### src/hw/rtl/ced_pkg.sv
// Package with the result status codes and the result item type of the escape decoder.
`default_nettype none

package ced_pkg;

  localparam logic [1:0] STATUS_DATA   = 2'd0;
  localparam logic [1:0] STATUS_CHUNK  = 2'd1;
  localparam logic [1:0] STATUS_STRING = 2'd2;
  localparam logic [1:0] STATUS_ERROR  = 2'd3;

  typedef struct packed {
    logic       last;
    logic [1:0] status;
    logic [7:0] char_out;
  } result_t;

endpackage

`default_nettype wire

### src/hw/rtl/color_escape_decoder.sv
// Streaming decoder for terminal color style backslash, caret, octal and hex escapes.
//
// The slave channel takes one source character per item together with the
// character that ends the current chunk. The master channel gives one result
// item per handshake: a decoded byte, a chunk end, a string end or an error.
// One input item gives zero, one or two result items, and tlast marks the
// final result of each input item.
// An input item is decoded in the cycle it is accepted, and its results are
// registered into the result queue. The decode is one mode register and an
// 8-bit shift-accumulate, so one item is taken every cycle while each item
// gives at most one result and the receiver takes each one. A three-entry
// result queue sets the input side: s_tready is high while the queue holds
// at most one result, so an item that closes a numeric run with two results
// stalls the next item. When the receiver stalls, results stay in the queue
// and s_tready falls once two of them wait. Reset holds s_tready low, empties
// the queue, returns to plain character mode and clears the accumulator.
`default_nettype none

module color_escape_decoder (
  input  wire logic        clk,
  input  wire logic        rst,
  input  wire logic        s_tvalid,
  output logic             s_tready,
  input  wire logic [15:0] s_tdata,   // char_in [7:0], terminator [15:8]
  output logic             m_tvalid,
  input  wire logic        m_tready,
  output logic [7:0]       m_tdata,   // char_out [7:0]
  output logic [1:0]       m_tuser,   // status [1:0]
  output logic             m_tlast
);

  localparam logic [2:0] MODE_PLAIN  = 3'd0;
  localparam logic [2:0] MODE_BSLASH = 3'd1;
  localparam logic [2:0] MODE_CARET  = 3'd2;
  localparam logic [2:0] MODE_OCT    = 3'd3;
  localparam logic [2:0] MODE_HEX    = 3'd4;

  logic [2:0] mode, mode_next;
  logic [7:0] acc, acc_next;

  ced_pkg::result_t q [3];
  ced_pkg::result_t q_next [3];
  logic [1:0] count, count_next;

  logic [7:0] c, term;
  logic       accept, pop;

  logic             p_emit;
  ced_pkg::result_t p_res;
  logic [2:0]       p_mode;

  logic [3:0] hex_val;
  logic       hex_ok;

  logic             emit0, emit1;
  ced_pkg::result_t r0, r1;

  logic [1:0] base;

  assign c      = s_tdata[7:0];
  assign term   = s_tdata[15:8];
  assign accept = s_tvalid && s_tready;
  assign pop    = m_tvalid && m_tready;

  assign s_tready = !rst && (count <= 2'd1);
  assign m_tvalid = (count != 2'd0);
  assign m_tdata  = q[0].char_out;
  assign m_tuser  = q[0].status;
  assign m_tlast  = q[0].last;

  always_comb begin
    hex_ok  = 1'b1;
    hex_val = 4'd0;
    if (c >= "0" && c <= "9") begin
      hex_val = c[3:0];
    end else if ((c >= "A" && c <= "F") || (c >= "a" && c <= "f")) begin
      hex_val = c[3:0] + 4'd9;
    end else begin
      hex_ok = 1'b0;
    end
  end

  always_comb begin
    p_emit = 1'b1;
    p_mode = MODE_PLAIN;
    p_res  = '{last: 1'b0, status: ced_pkg::STATUS_DATA, char_out: c};
    if (c == 8'd0) begin
      p_res.status   = ced_pkg::STATUS_STRING;
      p_res.char_out = 8'd0;
    end else if (c == term) begin
      p_res.status   = ced_pkg::STATUS_CHUNK;
      p_res.char_out = 8'd0;
    end else if (c == "\\") begin
      p_emit = 1'b0;
      p_mode = MODE_BSLASH;
    end else if (c == "^") begin
      p_emit = 1'b0;
      p_mode = MODE_CARET;
    end
  end

  always_comb begin
    mode_next = mode;
    acc_next  = acc;
    emit0     = 1'b0;
    emit1     = 1'b0;
    r0        = '{last: 1'b0, status: ced_pkg::STATUS_DATA, char_out: c};
    r1        = p_res;
    unique case (mode)
      MODE_BSLASH: begin
        mode_next = MODE_PLAIN;
        emit0     = 1'b1;
        unique case (c)
          8'd0: begin
            r0.status   = ced_pkg::STATUS_ERROR;
            r0.char_out = 8'd0;
          end
          "a": r0.char_out = 8'h07;
          "b": r0.char_out = 8'h08;
          "e": r0.char_out = 8'h1B;
          "f": r0.char_out = 8'h0C;
          "n": r0.char_out = 8'h0A;
          "r": r0.char_out = 8'h0D;
          "t": r0.char_out = 8'h09;
          "v": r0.char_out = 8'h0B;
          "?": r0.char_out = 8'h7F;
          "_": r0.char_out = 8'h20;
          "x", "X": begin
            emit0     = 1'b0;
            acc_next  = 8'd0;
            mode_next = MODE_HEX;
          end
          default: begin
            if (c >= "0" && c <= "7") begin
              emit0     = 1'b0;
              acc_next  = {5'd0, c[2:0]};
              mode_next = MODE_OCT;
            end
          end
        endcase
      end
      MODE_CARET: begin
        mode_next = MODE_PLAIN;
        emit0     = 1'b1;
        if (c == 8'd0) begin
          r0.status   = ced_pkg::STATUS_ERROR;
          r0.char_out = 8'd0;
        end else if (c == "?") begin
          r0.char_out = 8'h7F;
        end else begin
          r0.char_out = c & 8'h1F;
        end
      end
      MODE_OCT: begin
        if (c >= "0" && c <= "7") begin
          acc_next = {acc[4:0], c[2:0]};
        end else begin
          emit0       = 1'b1;
          r0.char_out = acc;
          emit1       = p_emit;
          mode_next   = p_mode;
        end
      end
      MODE_HEX: begin
        if (hex_ok) begin
          acc_next = {acc[3:0], hex_val};
        end else begin
          emit0       = 1'b1;
          r0.char_out = acc;
          emit1       = p_emit;
          mode_next   = p_mode;
        end
      end
      default: begin
        emit0     = p_emit;
        r0        = p_res;
        mode_next = p_mode;
      end
    endcase
    r0.last = !emit1;
    r1.last = 1'b1;
  end

  always_comb begin
    q_next     = q;
    count_next = count;
    if (pop) begin
      q_next[0]  = q[1];
      q_next[1]  = q[2];
      count_next = count - 2'd1;
    end
    base = count_next;
    if (accept && emit0) begin
      q_next[base] = r0;
      count_next   = count_next + 2'd1;
      if (emit1) begin
        q_next[base + 2'd1] = r1;
        count_next          = count_next + 2'd1;
      end
    end
  end

  always_ff @(posedge clk) begin
    q <= q_next;
    if (rst) begin
      count <= 2'd0;
      mode  <= MODE_PLAIN;
      acc   <= 8'd0;
    end else begin
      count <= count_next;
      if (accept) begin
        mode <= mode_next;
        acc  <= acc_next;
      end
    end
  end

endmodule

`default_nettype wire

### config.mk
export PLATFORM = sky130hd
export DESIGN_NAME = color_escape_decoder
export DESIGN_NICKNAME = d
export VERILOG_FILES = /design/src/hw/rtl/ced_pkg.sv /design/src/hw/rtl/color_escape_decoder.sv
export SDC_FILE = /design/constraint.sdc
export NUM_CORES = 1
export LEC_CHECK = 0
export ABC_AREA = 1
export BUFFER_PORTS_ARGS = -buffer_cell sky130_fd_sc_hd__buf_2
export CAP_MARGIN = 10
export CORE_ASPECT_RATIO = 0.8
export CORE_UTILIZATION = 59
export DETAILED_ROUTE_END_ITERATION = 10
export PLACE_DENSITY_LB_ADDON = 0.1
export SYNTH_ARGS = -nofsm -noshare
export SYNTH_HDL_FRONTEND = slang
export SYNTH_SLANG_ARGS = --single-unit
### constraint.sdc
create_clock -name clk -period 3.3 [get_ports clk]
set_input_delay 0 -clock clk [delete_from_list [all_inputs] [get_ports clk]]
set_output_delay 0 -clock clk [all_outputs]
set_load 0.05 [all_outputs]
==> metrics <==
result of the run=completed; Detailed Place HPWL=9.85 mm; final RePlAce weighted congestion=0.961; global router's overall resource usage=35.7%; clock-pin slew on the worst setup and hold paths=0.10 ns; most frequently used flop master after synthesis=dfxtp_1; Vias=4,763; maximum fanout encountered on the critical timing path=14; number of buffers added by the clock tree synthesis step=5; final standard cell utilization of the core=64.5%; layout cells sized above 1=12.4%; Routed met1 length=6.08 mm; routed wirelength normalized by instance count=16.4 µm; clock insertion delay at the later pin of the skew report=0.31 ns; leak pwr=2.38 nW; syn_area_per_cell=6.08 µm²; nature of the critical path endpoint=register; horizontal die dimension=97.5 µm; routed length on met3=1.41 mm; peak ir drop on the vdd network=0.000484 V; Relative slew margins=44.9%; Arrival @ worst endpoint=3.29 ns; count of H-tree levels built during CTS=2; I/O pins=33; post-synthesis to final-layout area growth=4.42%; number of antenna violations at the first check in global routing=0; Sw Share=50.6%; Initial DRT Pass Iterations=5; Power per Cell Area=763 mW/mm²; Max Cap Viol=0; uppermost metal layer occupied by signal nets=met4; maximum number of pins on one net before global-route repair=39; total congestion overflow=0; post-cts sizing count=0; Post-synth ARST share=0%; Final nets=751; Pint=1.69 mW; Die ar.=0.00764 mm²; CTS hold repair buffers=0; count of flip-flops with a built-in enable after synthesis=11; sequential element share of the synthesized area=24.0%; total length of routed wires=13.3 mm; TritonCTS clock tree=done; Post-Route Skew=0.0133 ns; Crit Path Class=register to register; antenna diode count=0; startpoint type of the worst setup path=register; buffer type at the clock tree root=clkbuf_8; drt first-iter violations=484; fraction of power consumed by sequential logic=25.9%; number of warnings issued by yosys=0; Clock Tree Buf Depth=2; Clk network pwr share=13.1%; core footprint=0.00696 mm²; initial cell density of the core=61.8%; path category of the worst min-delay check=primary input to register; number of standard cells after synthesis=707; fmax=330 MHz; per-cell via count in the routed design=5.90; antenna violation net count after detailed routing=0; sw power=1.73 mW; setup total negative slack=0 ns; post-route clock period utilization=91.9%; number of placement rows=27; global-route wire length before repair=21.7 mm; total count of max-transition violations in the final report=0; worst hold slack=0.0187 ns; number of register bits inferred by synthesis=46; required time at the endpoint of the critical path=3.55 ns; setup repair after global routing missed its margin=false; routed length on met2=5.52 mm; Synthesized Nets=739; DRC violation count after routing=0; number of buffer cells added on primary ports=32; Post-Synthesis Cell Area=0.00430 mm²; power share of the combinational group=60.9%; unique cell type count in the Yosys netlist=39; # clock sinks=46; vias in the first global route=4,324; transition at the pin with the smallest max-transition slack=0.824 ns; Setup-failing EPs final=0; post-CTS repair timing setup buffer count=0; post-route minimum period=3.03 ns; floorplan die height=78.4 µm; Hold Vio Cnt, Final=0
[state kept, by name, summed over array words and instances, names as in the netlist]
name,count
q,22
m_tlast,1
m_tdata,8
count,2
m_tuser,2
acc,8
mode,3
[per-layer routing]
layer,global-route usage [%],up-vias
met3,7.30,35
met4,10.0,0
met2,52.8,276
met5,0,-
li1,-,2304
met1,52.4,2148
[power by group through the flow]
stage | Sequential (mW) | Combinational, mW | Clock [mW]
final | 0.890 | 2.09 | 0.450
after global routing | 0.904 | 2.31 | 0.461
after CTS | 0.885 | 2.04 | 0.444
after detailed placement | 0.895 | 2.03 | 0
after global placement | 0.891 | 1.97 | 0
after floorplan | 0.888 | 1.63 | 0
[area by class of cell]
| class | instances | area [µm²] |
|---|---|---|
| clock buffers | 5 | 68.8 |
| clock inverters | 3 | 43.8 |
| fillers | 679 | 2470 |
| inverters | 104 | 395 |
| multi-input cells | 524 | 2640 |
| flip-flops and latches | 46 | 1030 |
| well taps | 87 | 109 |
| repair buffers | 38 | 205 |
[per-stage QoR]
stage | instance area [µm²] | cells | setup WS (ns) | power, mW
6_report | 4490 | 807 | 0.266 | 3.43
5_1_grt | 4490 | 807 | 0.111 | 3.67
4_1_cts | 4490 | 807 | 0.405 | 3.37
3_5_place_dp | 4380 | 799 | 0.286 | 2.93
3_3_place_gp | 4380 | 799 | 0.419 | 2.86
2_1_floorplan | 4300 | 707 | 0.0703 | 2.52
[cells by family (layout without fill, tap and decap cells)]
family	Yosys count	after routing	synth area share, %
fa+ha+maj	12	12	3.49
simple gates	374	374	37.9
mux	17	17	4.42
buf+inv	137	150	14.7
xor+xnor	3	3	0.611
compound gates	118	118	14.9
flops	46	46	24.0
[placed cells by master, fill, tap and decap left out, types with 2 or more instances in the layout]
master    Yosys  layout
nor2_4        2       2
inv_4         2       2
nand3_2       4       4
o22ai_1       7       7
clkinv_1      5       5
xor2_1        3       3
nand3_1      59      59
mux2_2       16      16
nand2_2       5       5
nand4_1      12      12
nand2_4       3       3
nor3b_1       2       2
inv_1        91      91
ha_1         12      12
dfxtp_1      35      35
a211oi_1      3       3
o211ai_1      6       6
clkbuf_8      0       5
a31oi_1       2       2
a21oi_1      31      31
o21ai_0      58      58
nand2_1     211     211
edfxtp_1     11      11
buf_4        12       6
o21ai_1       8       8
nor2_1       61      61
inv_2         6       6
buf_2         6      32
nor3_1       10      10
[synth_stat cells, types with 11 or more instances]
| library cell | number | share of area [%] |
|---|---|---|
| a21oi_1 | 31 | 3.6 |
| buf_4 | 12 | 2.1 |
| dfxtp_1 | 35 | 16 |
| edfxtp_1 | 11 | 7.7 |
| ha_1 | 12 | 3.5 |
| inv_1 | 91 | 7.9 |
| mux2_2 | 16 | 4.2 |
| nand2_1 | 211 | 18 |
| nand3_1 | 59 | 6.9 |
| nand4_1 | 12 | 1.7 |
| nor2_1 | 61 | 5.3 |
| o21ai_0 | 58 | 6.7 |
[worst paths after layout]
| check | start | endpoint | slack, ns | cells past startpoint |
|---|---|---|---|---|
| max | count[0] | m_tlast | 0.27 | 11 |
| min | rst | mode[0] | 0.02 | 2 |
| max reg2reg | count[0] | m_tlast | 0.27 | 11 |
| min reg2reg | acc[6] | acc[6] | 0.46 | 2 |
[worst max-delay path, stage by stage, from the launching register on]
cell and delay (ns):
dfxtp_1 0.34, inv_1 0.07, ha_1 0.19, inv_1 0.07
nand2_1 0.16, xor2_1 0.26, inv_1 0.17, ha_1 0.58
clkinv_1 0.53, a21oi_1 0.36, o21ai_0 0.13, o21ai_1 0.11
Note: power is estimated with default switching activity, not from simulation.
